`src/design/brake_detect_running_mean_core_macros.svh`:
```
// assertion helpers for the brake detect core
`ifndef BRAKE_DETECT_RUNNING_MEAN_CORE_MACROS_SVH
`define BRAKE_DETECT_RUNNING_MEAN_CORE_MACROS_SVH

// same-cycle implication, quiet during reset
`define BDRM_ASSERT_SAME(lbl, ante, cons, msg) \
    lbl: assert property (@(posedge i_clk) disable iff (!i_rst_n) (ante) |-> (cons)) \
        else $error(msg);

// next-cycle implication, quiet during reset
`define BDRM_ASSERT_NEXT(lbl, ante, cons, msg) \
    lbl: assert property (@(posedge i_clk) disable iff (!i_rst_n) (ante) |=> (cons)) \
        else $error(msg);

`endif

```
`src/design/bdrm_pkg.sv`:
```
package bdrm_pkg;

    // field and datapath widths
    localparam int SMP_W  = 10;
    localparam int SUM_W  = 20;
    localparam int DEV_W  = SUM_W + 1;
    localparam int THR_W  = 10;
    localparam int HOLD_W = 16;
    localparam int AXES   = 3;
    localparam int AX_W   = 2;

    // configuration port
    localparam int APB_AW = 4;
    localparam int APB_DW = 32;

    // default tuning of the rescale step
    localparam int RESCALE_COUNT_DEF = 512;
    localparam int RESCALE_SHIFT_DEF = 3;

    // register reset values
    localparam logic [THR_W-1:0]  DECEL_THR_RST = 10'd20;
    localparam logic [THR_W-1:0]  LATERAL_RST   = 10'd30;
    localparam logic [THR_W-1:0]  HARD_THR_RST  = 10'd250;
    localparam logic [HOLD_W-1:0] HOLD_RST      = 16'd400;

    // axis slots, in processing order
    localparam logic [AX_W-1:0] AX_Z = 2'd0;
    localparam logic [AX_W-1:0] AX_X = 2'd1;
    localparam logic [AX_W-1:0] AX_Y = 2'd2;

    typedef enum logic [1:0] {
        REG_DECEL_THR,
        REG_LATERAL,
        REG_HARD_THR,
        REG_HOLD
    } t_reg_idx;

    typedef enum logic [1:0] {
        ST_IDLE,
        ST_DIV,
        ST_EVAL,
        ST_OUT
    } t_state;

    typedef struct packed {
        logic [THR_W-1:0]  decel_thr;
        logic [THR_W-1:0]  lateral;
        logic [THR_W-1:0]  hard_thr;
        logic [HOLD_W-1:0] hold;
    } t_cfg;

    typedef struct packed {
        logic busy;
        logic done;
    } t_div_stat;

    typedef struct packed {
        logic brake_lit;
        logic decel_detected;
    } t_result;

endpackage

```
`src/design/bdrm_div.sv`:
```
module bdrm_div import bdrm_pkg::*; #(
    parameter int DVS_W = 10
) (
    input  logic             i_clk,
    input  logic             i_rst_n,
    input  logic             i_start,
    input  logic [SUM_W-1:0] i_dividend,
    input  logic [DVS_W-1:0] i_divisor,
    output t_div_stat        o_stat,
    output logic [SUM_W-1:0] o_quotient
);

    localparam int STEP_W = $clog2(SUM_W);
    localparam logic [STEP_W-1:0] STEP_LAST = STEP_W'(SUM_W - 1);

    logic              r_busy;
    logic              r_done;
    logic [STEP_W-1:0] r_cnt;
    logic [DVS_W-1:0]  r_rem;
    logic [SUM_W-1:0]  r_quo;
    logic [DVS_W-1:0]  r_dvs;

    logic [DVS_W:0]    w_trial;
    logic [DVS_W:0]    w_diff;
    logic              w_fits;
    logic              w_load;

    // one restoring step: shift in next dividend bit, subtract if it fits
    assign w_trial = {r_rem, r_quo[SUM_W-1]};
    assign w_diff  = w_trial - {1'b0, r_dvs};
    assign w_fits  = (w_trial >= {1'b0, r_dvs});
    assign w_load  = i_start && !r_busy;

    // step sequencing
    always_ff @(posedge i_clk) begin
        if (!i_rst_n) begin
            r_busy <= 1'b0;
            r_done <= 1'b0;
            r_cnt  <= '0;
        end else begin
            r_done <= 1'b0;
            if (w_load) begin
                r_busy <= 1'b1;
                r_cnt  <= STEP_LAST;
            end else if (r_busy) begin
                if (r_cnt == '0) begin
                    r_busy <= 1'b0;
                    r_done <= 1'b1;
                end else begin
                    r_cnt <= r_cnt - STEP_W'(1);
                end
            end
        end
    end

    // remainder and quotient shift register
    always_ff @(posedge i_clk) begin
        if (w_load) begin
            r_rem <= '0;
            r_quo <= i_dividend;
            r_dvs <= i_divisor;
        end else if (r_busy) begin
            r_rem <= w_fits ? w_diff[DVS_W-1:0] : w_trial[DVS_W-1:0];
            r_quo <= {r_quo[SUM_W-2:0], w_fits};
        end
    end

    assign o_stat.busy = r_busy;
    assign o_stat.done = r_done;
    assign o_quotient  = r_quo;

endmodule

```
`src/design/bdrm_ctrl.sv`:
```
module bdrm_ctrl import bdrm_pkg::*; #(
    parameter int RESCALE_COUNT = RESCALE_COUNT_DEF,
    parameter int RESCALE_SHIFT = RESCALE_SHIFT_DEF
) (
    input  logic                    i_clk,
    input  logic                    i_rst_n,
    input  logic                    i_in_valid,
    output logic                    o_in_stall,
    input  logic                    i_req_type,
    input  logic signed [SMP_W-1:0] i_accel_x,
    input  logic signed [SMP_W-1:0] i_accel_y,
    input  logic signed [SMP_W-1:0] i_accel_z,
    input  t_cfg                    i_cfg,
    input  logic                    i_slot_free,
    output logic                    o_push,
    output t_result                 o_result
);

    localparam int CNT_W = $clog2(RESCALE_COUNT + 2);
    localparam logic [CNT_W-1:0] RESCALE_AT = CNT_W'(RESCALE_COUNT);

    t_state                    r_state;
    t_state                    n_state;
    logic                      r_is_tick;
    logic signed [SMP_W-1:0]   r_smp [AXES];
    logic signed [SUM_W-1:0]   r_sum [AXES];
    logic signed [DEV_W-1:0]   r_dev [AXES];
    logic [CNT_W-1:0]          r_count;
    logic [AX_W-1:0]           r_axis;
    logic                      r_wait;
    logic [HOLD_W-1:0]         r_hold;
    logic                      r_light;
    t_result                   r_result;

    logic                      w_accept;
    logic                      w_div_start;
    t_div_stat                 w_div_stat;
    logic [SUM_W-1:0]          w_quo;
    logic [AX_W-1:0]           w_sel_axis;
    logic signed [SUM_W-1:0]   w_sel_sum;
    logic [SUM_W-1:0]          w_dividend;
    logic signed [DEV_W-1:0]   w_q_mag;
    logic signed [DEV_W-1:0]   w_q_s;
    logic signed [DEV_W-1:0]   w_smp_s;
    logic signed [DEV_W-1:0]   w_dev;
    logic signed [DEV_W-1:0]   w_dev_abs;
    logic signed [DEV_W-1:0]   w_decel_thr;
    logic signed [DEV_W-1:0]   w_lateral;
    logic signed [DEV_W-1:0]   w_hard_thr;
    logic                      w_detect;
    logic [HOLD_W-1:0]         w_hold_dec;
    logic signed [SMP_W-1:0]   w_in_smp [AXES];

    assign w_accept = i_in_valid && (r_state == ST_IDLE);

    assign w_in_smp[AX_Z] = i_accel_z;
    assign w_in_smp[AX_X] = i_accel_x;
    assign w_in_smp[AX_Y] = i_accel_y;

    // next state
    always_comb begin
        n_state = r_state;
        unique case (r_state)
            ST_IDLE: begin
                if (w_accept) n_state = i_req_type ? ST_EVAL : ST_DIV;
            end
            ST_DIV: begin
                if (w_div_stat.done && r_wait && r_axis == AX_Y) n_state = ST_EVAL;
            end
            ST_EVAL: n_state = ST_OUT;
            ST_OUT: begin
                if (i_slot_free) n_state = ST_IDLE;
            end
        endcase
    end

    // state outputs
    always_comb begin
        o_in_stall  = (r_state != ST_IDLE);
        o_push      = (r_state == ST_OUT) && i_slot_free;
        w_div_start = (r_state == ST_DIV) && !w_div_stat.busy &&
                      (!r_wait || (w_div_stat.done && r_axis != AX_Y));
    end

    // divider operands: current axis, or the next one when chaining
    assign w_sel_axis = (r_wait && r_axis != AX_Y) ? r_axis + AX_W'(1) : r_axis;
    assign w_sel_sum  = r_sum[w_sel_axis];
    assign w_dividend = w_sel_sum[SUM_W-1] ? SUM_W'(-w_sel_sum) : SUM_W'(w_sel_sum);

    bdrm_div #(
        .DVS_W (CNT_W)
    ) u_div (
        .i_clk      (i_clk),
        .i_rst_n    (i_rst_n),
        .i_start    (w_div_start),
        .i_dividend (w_dividend),
        .i_divisor  (r_count),
        .o_stat     (w_div_stat),
        .o_quotient (w_quo)
    );

    // deviation of the axis whose division just finished
    assign w_q_mag   = $signed({1'b0, w_quo});
    assign w_q_s     = r_sum[r_axis][SUM_W-1] ? -w_q_mag : w_q_mag;
    assign w_smp_s   = DEV_W'(r_smp[r_axis]);
    assign w_dev     = w_smp_s - w_q_s;
    assign w_dev_abs = (r_axis != AX_Z && w_dev < 0) ? -w_dev : w_dev;

    // detection test
    assign w_decel_thr = $signed({{(DEV_W-THR_W){1'b0}}, i_cfg.decel_thr});
    assign w_lateral   = $signed({{(DEV_W-THR_W){1'b0}}, i_cfg.lateral});
    assign w_hard_thr  = $signed({{(DEV_W-THR_W){1'b0}}, i_cfg.hard_thr});
    assign w_detect    = (r_dev[AX_Z] >= w_decel_thr && r_dev[AX_X] < w_lateral &&
                          r_dev[AX_Y] < w_lateral) || (r_dev[AX_Z] >= w_hard_thr);

    // hold countdown, stops at zero
    assign w_hold_dec = (r_hold != '0) ? r_hold - HOLD_W'(1) : r_hold;

    // running state and datapath
    always_ff @(posedge i_clk) begin
        if (!i_rst_n) begin
            r_state <= ST_IDLE;
            r_count <= '0;
            r_axis  <= AX_Z;
            r_wait  <= 1'b0;
            r_hold  <= '0;
            r_light <= 1'b0;
            for (int i = 0; i < AXES; i++) begin
                r_sum[i] <= '0;
            end
        end else begin
            r_state <= n_state;
            unique case (r_state)
                ST_IDLE: begin
                    if (w_accept) begin
                        r_is_tick <= i_req_type;
                        r_axis    <= AX_Z;
                        r_wait    <= 1'b0;
                        if (!i_req_type) begin
                            r_count <= r_count + CNT_W'(1);
                            for (int i = 0; i < AXES; i++) begin
                                r_smp[i] <= w_in_smp[i];
                                r_sum[i] <= r_sum[i] + SUM_W'(w_in_smp[i]);
                            end
                        end
                    end
                end
                ST_DIV: begin
                    if (w_div_start) r_wait <= 1'b1;
                    if (w_div_stat.done && r_wait) begin
                        r_dev[r_axis] <= w_dev_abs;
                        if (r_axis != AX_Y) r_axis <= r_axis + AX_W'(1);
                    end
                end
                ST_EVAL: begin
                    if (r_is_tick) begin
                        r_hold <= w_hold_dec;
                        if (w_hold_dec == '0) r_light <= 1'b0;
                        r_result.brake_lit      <= (w_hold_dec == '0) ? 1'b0 : r_light;
                        r_result.decel_detected <= 1'b0;
                    end else begin
                        if (w_detect) begin
                            r_light <= 1'b1;
                            r_hold  <= i_cfg.hold;
                        end
                        r_result.brake_lit      <= w_detect || r_light;
                        r_result.decel_detected <= w_detect;
                        // keep the baseline adaptive
                        if (r_count > RESCALE_AT) begin
                            r_count <= r_count >> RESCALE_SHIFT;
                            for (int i = 0; i < AXES; i++) begin
                                r_sum[i] <= r_sum[i] >>> RESCALE_SHIFT;
                            end
                        end
                    end
                end
                ST_OUT: begin
                end
            endcase
        end
    end

    assign o_result = r_result;

endmodule

```
`src/design/brake_detect_running_mean_core.sv`:
```
// channel    | direction | transfer when                  | payload
// -----------+-----------+--------------------------------+------------------------------------
// input      | in        | i_in_valid & !o_in_stall       | i_req_type, i_accel_x/y/z
// result     | out       | o_out_valid & !i_out_stall     | o_brake_lit, o_decel_detected
// config     | in        | psel & penable & pwrite        | paddr, pwdata (prdata on reads)
//
// a sample's result needs three 20-step divisions of |sum| by the sample count, which run
// one after another in the shared serial divider
// a timer tick skips the divisions; one item is in work at a time, o_in_stall is high meanwhile
// a finished result sits in the output register, so the next item can enter while it waits
// synchronous active-low reset clears counts, sums, hold counter, light and output valid, and loads register defaults
`include "brake_detect_running_mean_core_macros.svh"

module brake_detect_running_mean_core import bdrm_pkg::*; #(
    parameter int RESCALE_COUNT = RESCALE_COUNT_DEF,
    parameter int RESCALE_SHIFT = RESCALE_SHIFT_DEF
) (
    input  logic                    i_clk,
    input  logic                    i_rst_n,
    input  logic                    i_in_valid,
    output logic                    o_in_stall,
    input  logic                    i_req_type,
    input  logic signed [SMP_W-1:0] i_accel_x,
    input  logic signed [SMP_W-1:0] i_accel_y,
    input  logic signed [SMP_W-1:0] i_accel_z,
    output logic                    o_out_valid,
    input  logic                    i_out_stall,
    output logic                    o_brake_lit,
    output logic                    o_decel_detected,
    input  logic                    psel,
    input  logic                    penable,
    input  logic                    pwrite,
    input  logic [APB_AW-1:0]       paddr,
    input  logic [APB_DW-1:0]       pwdata,
    output logic [APB_DW-1:0]       prdata,
    output logic                    pready
);

    t_cfg     r_cfg;
    logic     r_out_valid;
    t_result  r_out;

    t_reg_idx w_reg_idx;
    logic     w_cfg_wr;
    logic     w_slot_free;
    logic     w_push;
    t_result  w_result;

    // configuration registers
    assign pready    = 1'b1;
    assign w_reg_idx = t_reg_idx'(paddr[3:2]);
    assign w_cfg_wr  = psel && penable && pwrite && pready;

    always_ff @(posedge i_clk) begin
        if (!i_rst_n) begin
            r_cfg.decel_thr <= DECEL_THR_RST;
            r_cfg.lateral   <= LATERAL_RST;
            r_cfg.hard_thr  <= HARD_THR_RST;
            r_cfg.hold      <= HOLD_RST;
        end else if (w_cfg_wr) begin
            unique case (w_reg_idx)
                REG_DECEL_THR: r_cfg.decel_thr <= pwdata[THR_W-1:0];
                REG_LATERAL:   r_cfg.lateral   <= pwdata[THR_W-1:0];
                REG_HARD_THR:  r_cfg.hard_thr  <= pwdata[THR_W-1:0];
                REG_HOLD:      r_cfg.hold      <= pwdata[HOLD_W-1:0];
            endcase
        end
    end

    // register readback
    always_comb begin
        unique case (w_reg_idx)
            REG_DECEL_THR: prdata = APB_DW'(r_cfg.decel_thr);
            REG_LATERAL:   prdata = APB_DW'(r_cfg.lateral);
            REG_HARD_THR:  prdata = APB_DW'(r_cfg.hard_thr);
            REG_HOLD:      prdata = APB_DW'(r_cfg.hold);
        endcase
    end

    // sequencer with running sums and shared divider
    bdrm_ctrl #(
        .RESCALE_COUNT (RESCALE_COUNT),
        .RESCALE_SHIFT (RESCALE_SHIFT)
    ) u_ctrl (
        .i_clk       (i_clk),
        .i_rst_n     (i_rst_n),
        .i_in_valid  (i_in_valid),
        .o_in_stall  (o_in_stall),
        .i_req_type  (i_req_type),
        .i_accel_x   (i_accel_x),
        .i_accel_y   (i_accel_y),
        .i_accel_z   (i_accel_z),
        .i_cfg       (r_cfg),
        .i_slot_free (w_slot_free),
        .o_push      (w_push),
        .o_result    (w_result)
    );

    // output register
    assign w_slot_free = !r_out_valid || !i_out_stall;

    always_ff @(posedge i_clk) begin
        if (!i_rst_n) begin
            r_out_valid <= 1'b0;
        end else if (w_push) begin
            r_out_valid <= 1'b1;
        end else if (!i_out_stall) begin
            r_out_valid <= 1'b0;
        end
    end

    always_ff @(posedge i_clk) begin
        if (w_push) r_out <= w_result;
    end

    assign o_out_valid      = r_out_valid;
    assign o_brake_lit      = r_out.brake_lit;
    assign o_decel_detected = r_out.decel_detected;

    // checks
    `BDRM_ASSERT_SAME(a_push_needs_slot, w_push, !r_out_valid || !i_out_stall, "result pushed over a held result")
    `BDRM_ASSERT_SAME(a_detect_lights, o_out_valid && o_decel_detected, o_brake_lit, "detection without brake light")
    `BDRM_ASSERT_NEXT(a_busy_after_accept, i_in_valid && !o_in_stall, o_in_stall, "input taken while item in work")
    `BDRM_ASSERT_NEXT(a_out_drains, o_out_valid && !i_out_stall && !w_push, !o_out_valid, "result repeated after transfer")

endmodule

```
`config.mk`:
```
export PLATFORM = sky130hd
export DESIGN_NAME = brake_detect_running_mean_core
export DESIGN_NICKNAME = d
export VERILOG_FILES = /design/src/design/bdrm_pkg.sv /design/src/design/bdrm_div.sv /design/src/design/bdrm_ctrl.sv /design/src/design/brake_detect_running_mean_core.sv
export VERILOG_INCLUDE_DIRS = /design/src /design/src/design
export SDC_FILE = /design/constraint.sdc
export NUM_CORES = 1
export LEC_CHECK = 0
export BUFFER_PORTS_ARGS = -buffer_cell sky130_fd_sc_hd__buf_2
export CORE_MARGIN = 2
export CORE_UTILIZATION = 45
export CTS_BUF_LIST = sky130_fd_sc_hd__clkbuf_4
export DETAILED_ROUTE_END_ITERATION = 8
export PLACE_DENSITY_LB_ADDON = 0.2
export SYNTH_ARGS = -nofsm -noshare
export SYNTH_HDL_FRONTEND = slang
export SYNTH_SLANG_ARGS = --single-unit
```
`constraint.sdc`:
```
create_clock -name i_clk -period 10.7 [get_ports i_clk]
set_clock_uncertainty 0.2 [all_clocks]
set_input_delay 0.535 -clock i_clk [delete_from_list [all_inputs] [get_ports i_clk]]
set_output_delay 0.535 -clock i_clk [all_outputs]
set_load 0.005 [all_outputs]
```
==> reports/qor.txt <==
Num rows: 74
Clock sinks: 286
Critical Path RT: 11.03 ns
Pre-Repair DR Iteration Count: 5
Final wirelength: 47.0 mm
Yosys reg bits: 286
Via-per-instance ratio: 5.52
Final hold slack: 0.134 ns
Largest net degree at the start of global routing: 60
Area of the multi-input gates: 10200 µm²
Setup tns final: 0 ns
Clock Tree Buf Depth: 3
# port buffers: 75
Min Tclk post-route: 5.49 ns
Peak VDD IR: 0.0961 mV
Hold Path Class: in -> reg
Warnings, synthesis: 0
Tot GR Track Use: 0.224
Fillers: 3771
Post CTS Setup Buffer Count: 0
Final setup viols: 0
Unrepaired setup endpoints after global routing: false
H-tree depth: 3
CP Class: reg -> reg
Period utilization: 0.513
Die H: 207 µm
Avg Inst Size Synth: 9.33 µm²
I/O pins: 111
Largest fanout on the critical path: 18
Synthesized area: 18500 µm²
Register area: 7610 µm²
Clock latency on the worst-skew pair: 0.78 ns
Crit end category: flop
DRC errors left: 0
Initial antenna violation count: 4
CTS tree: built
Worst-margin pin slew: 1.00 ns
GR Overflow Total: 0
Worst R2R Setup Slack: 5.21 ns
Dpl hpwl: 34.2 mm
DRT iter0 DRCs: 865
Post-synth EDFFs: 188
CP Data Arrival Time: 5.81 ns
CTS Buf Count: 83
Relative slew slack: 0.326
Max Clock Freq: 182 MHz
Core ar.: 40600 µm²
Die area: 42700 µm²
Vias in the first global route: 14.8k
Synthesis-to-finish area growth: 12.7%
Status: finished clean
Routed Antenna Nets: 0
Leak Pwr: 8.36 nW
Max-cap violation count: 0
RR Endpoint: u_ctrl.r_dev[1][12]
Vias: 15.1k
Clock transition at path regs: 0.07 ns
Post-synthesis async set-or-reset flop share: 0
Startpoint Class: flop
Placer Congestion: 0.893
Hold violation total from the final report: 0
Cells after Synth: 1979
Sequential-to-total area share from yosys stat: 0.412
Initial Util: 0.454
Final #Nets: 2348
Layout cells sized above 1: 0.117
PD cells: 212 nW/µm²
Worst-case reg-to-reg path depth: 13
WL per Instance: 17.2 µm
Netlist cell types: 84
Clock Root Buffer: clkbuf_4
Worst setup path endpoint: u_ctrl.r_dev[1][12]
Die width: 207 µm
Pins Over Slew Limit: 0
First-pass GRT wire length: 76.0 mm
Ys flop type: edfxtp_1
-- cells in the final DEF, fill, tap and decap left out, drive strengths merged, types with 17 or more instances in the layout --
master and n:
nor3 48, o21ai 126, nand2 280, nor4 17
xor2 52, conb 17, xnor2 83, nand3 44
o31ai 28, dfxtp 98, a211oi 21, edfxtp 188
ha 141, nor2 139, a21o 43, o21a 18
a21oi 152, buf 89, mux2i 51, o211ai 27
clkbuf 113, clkinv 36, inv 91, dlygate4sd3 49
-- cells in the mapped netlist, types with 27 or more instances --
library cell / count / area [µm²]
nand2_1: 280 / 1050
edfxtp_1: 188 / 5650
a21oi_1: 152 / 761
ha_1: 141 / 1760
nor2_1: 139 / 522
o21ai_0: 113 / 566
dfxtp_1: 98 / 1960
inv_1: 90 / 338
xnor2_1: 82 / 718
clkbuf_1: 64 / 240
xor2_1: 52 / 455
mux2i_1: 50 / 500
nor3_1: 48 / 240
nand3_1: 44 / 220
a21o_1: 43 / 323
o31ai_1: 28 / 210
o211ai_1: 27 / 203
-- where the power goes --
part           internal (mW)  switching (mW)  total (mW)
clock                  0.540           0.487        1.03
sequential              1.43           0.133        1.57
combinational          0.722            1.10        1.82
-- how the worst min path moves through the flow --
stage	from	end	slack [ns]	depth (start not counted)
5_1_grt	i_rst_n	r_cfg[4]	0.11	3
2_1_floorplan	u_ctrl.o_result[1]	o_brake_lit	0.20	0
4_1_cts	i_rst_n	r_cfg[4]	0.05	3
3_5_place_dp	u_ctrl.o_result[1]	o_brake_lit	0.22	0
3_3_place_gp	u_ctrl.o_result[0]	o_decel_detected	0.23	0
6_report	i_rst_n	r_cfg[4]	0.13	3
-- per-stage QoR --
step | cells | total power, mW | cell area, µm² | setup slack (ns) | util
floorplan | 1994 | 2.96 | 18500 | 6.22 | -
global placement | 2526 | 3.33 | 19300 | 5.30 | 0.474
detailed placement | 2526 | 3.38 | 19300 | 5.19 | 0.474
CTS | 2726 | 4.44 | 20800 | 5.13 | 0.512
global route | 2729 | 4.76 | 20800 | 4.56 | 0.512
finish | 2730 | 4.41 | 20800 | 5.21 | 0.512
-- layout make-up --
cell class | count | area share
inverters | 92 | 0.0166
clock inverters | 38 | 0.00973
repair buffers | 138 | 0.0466
clock buffers | 113 | 0.0407
multi-input cells | 1527 | 0.489
well taps | 532 | 0.0320
diodes | 4 | 0.000481
flip-flops and latches | 286 | 0.365
-- metal layers --
layer	wire (µm)	up-vias	part of all wire	GRT usage
met4	1460	0	0.031	0.0906
met5	0	-	0	0
met3	2290	89	0.049	0.0435
li1	-	7555	-	-
met2	22400	350	0.48	0.385
met1	20800	7066	0.44	0.277
-- state kept, by name, summed over array words and instances, names as in the netlist, 2 cells and up, named ones only --
| name | count |
|---|---|
| u_ctrl.r_state | 2 |
| r_cfg | 46 |
| u_ctrl.u_div.r_dvs | 10 |
| u_ctrl.o_result | 2 |
| u_ctrl.r_dev | 63 |
| u_ctrl.u_div.r_cnt | 5 |
| u_ctrl.r_hold | 16 |
| u_ctrl.r_count | 10 |
| u_ctrl.r_sum | 60 |
| u_ctrl.r_smp | 30 |
| u_ctrl.u_div.o_quotient | 20 |
| u_ctrl.u_div.r_rem | 10 |
| u_ctrl.r_axis | 2 |
-- cell families (layout without fill, tap and decap cells) --
family | count (synthesis) | after routing | synth area share
AND/OR/NAND/NOR | 649 | 649 | 0.161
multiplexers | 67 | 67 | 0.0442
other | 2 | 21 | 0.000407
flip-flops | 286 | 286 | 0.412
AO/OA/AOI/OAI | 513 | 513 | 0.177
adder cells (fa/ha/maj) | 146 | 146 | 0.101
XOR/XNOR | 135 | 135 | 0.0644
buffers and inverters | 181 | 381 | 0.0411
-- critical path, stage by stage (launching register included) --
cell and delay [ns]:
dfxtp_1 0.76, mux2i_1 0.24, o21ai_1 0.55, o21ai_0 0.29, fa_1 0.50, nor2b_1 0.22, o31ai_1 0.13, a211oi_1 0.48
o2111ai_1 0.26, a211oi_1 0.41, o21ai_1 0.20, nand2_1 0.42, o21ai_0 0.21, xnor2_1 0.35
-- timing repair --
item	4_1_cts	5_1_grt
endpoints found under the hold margin	82	0
gates resized for setup	0	0
hold buffers	49	0
Note: power is estimated with default switching activity, not from simulation.
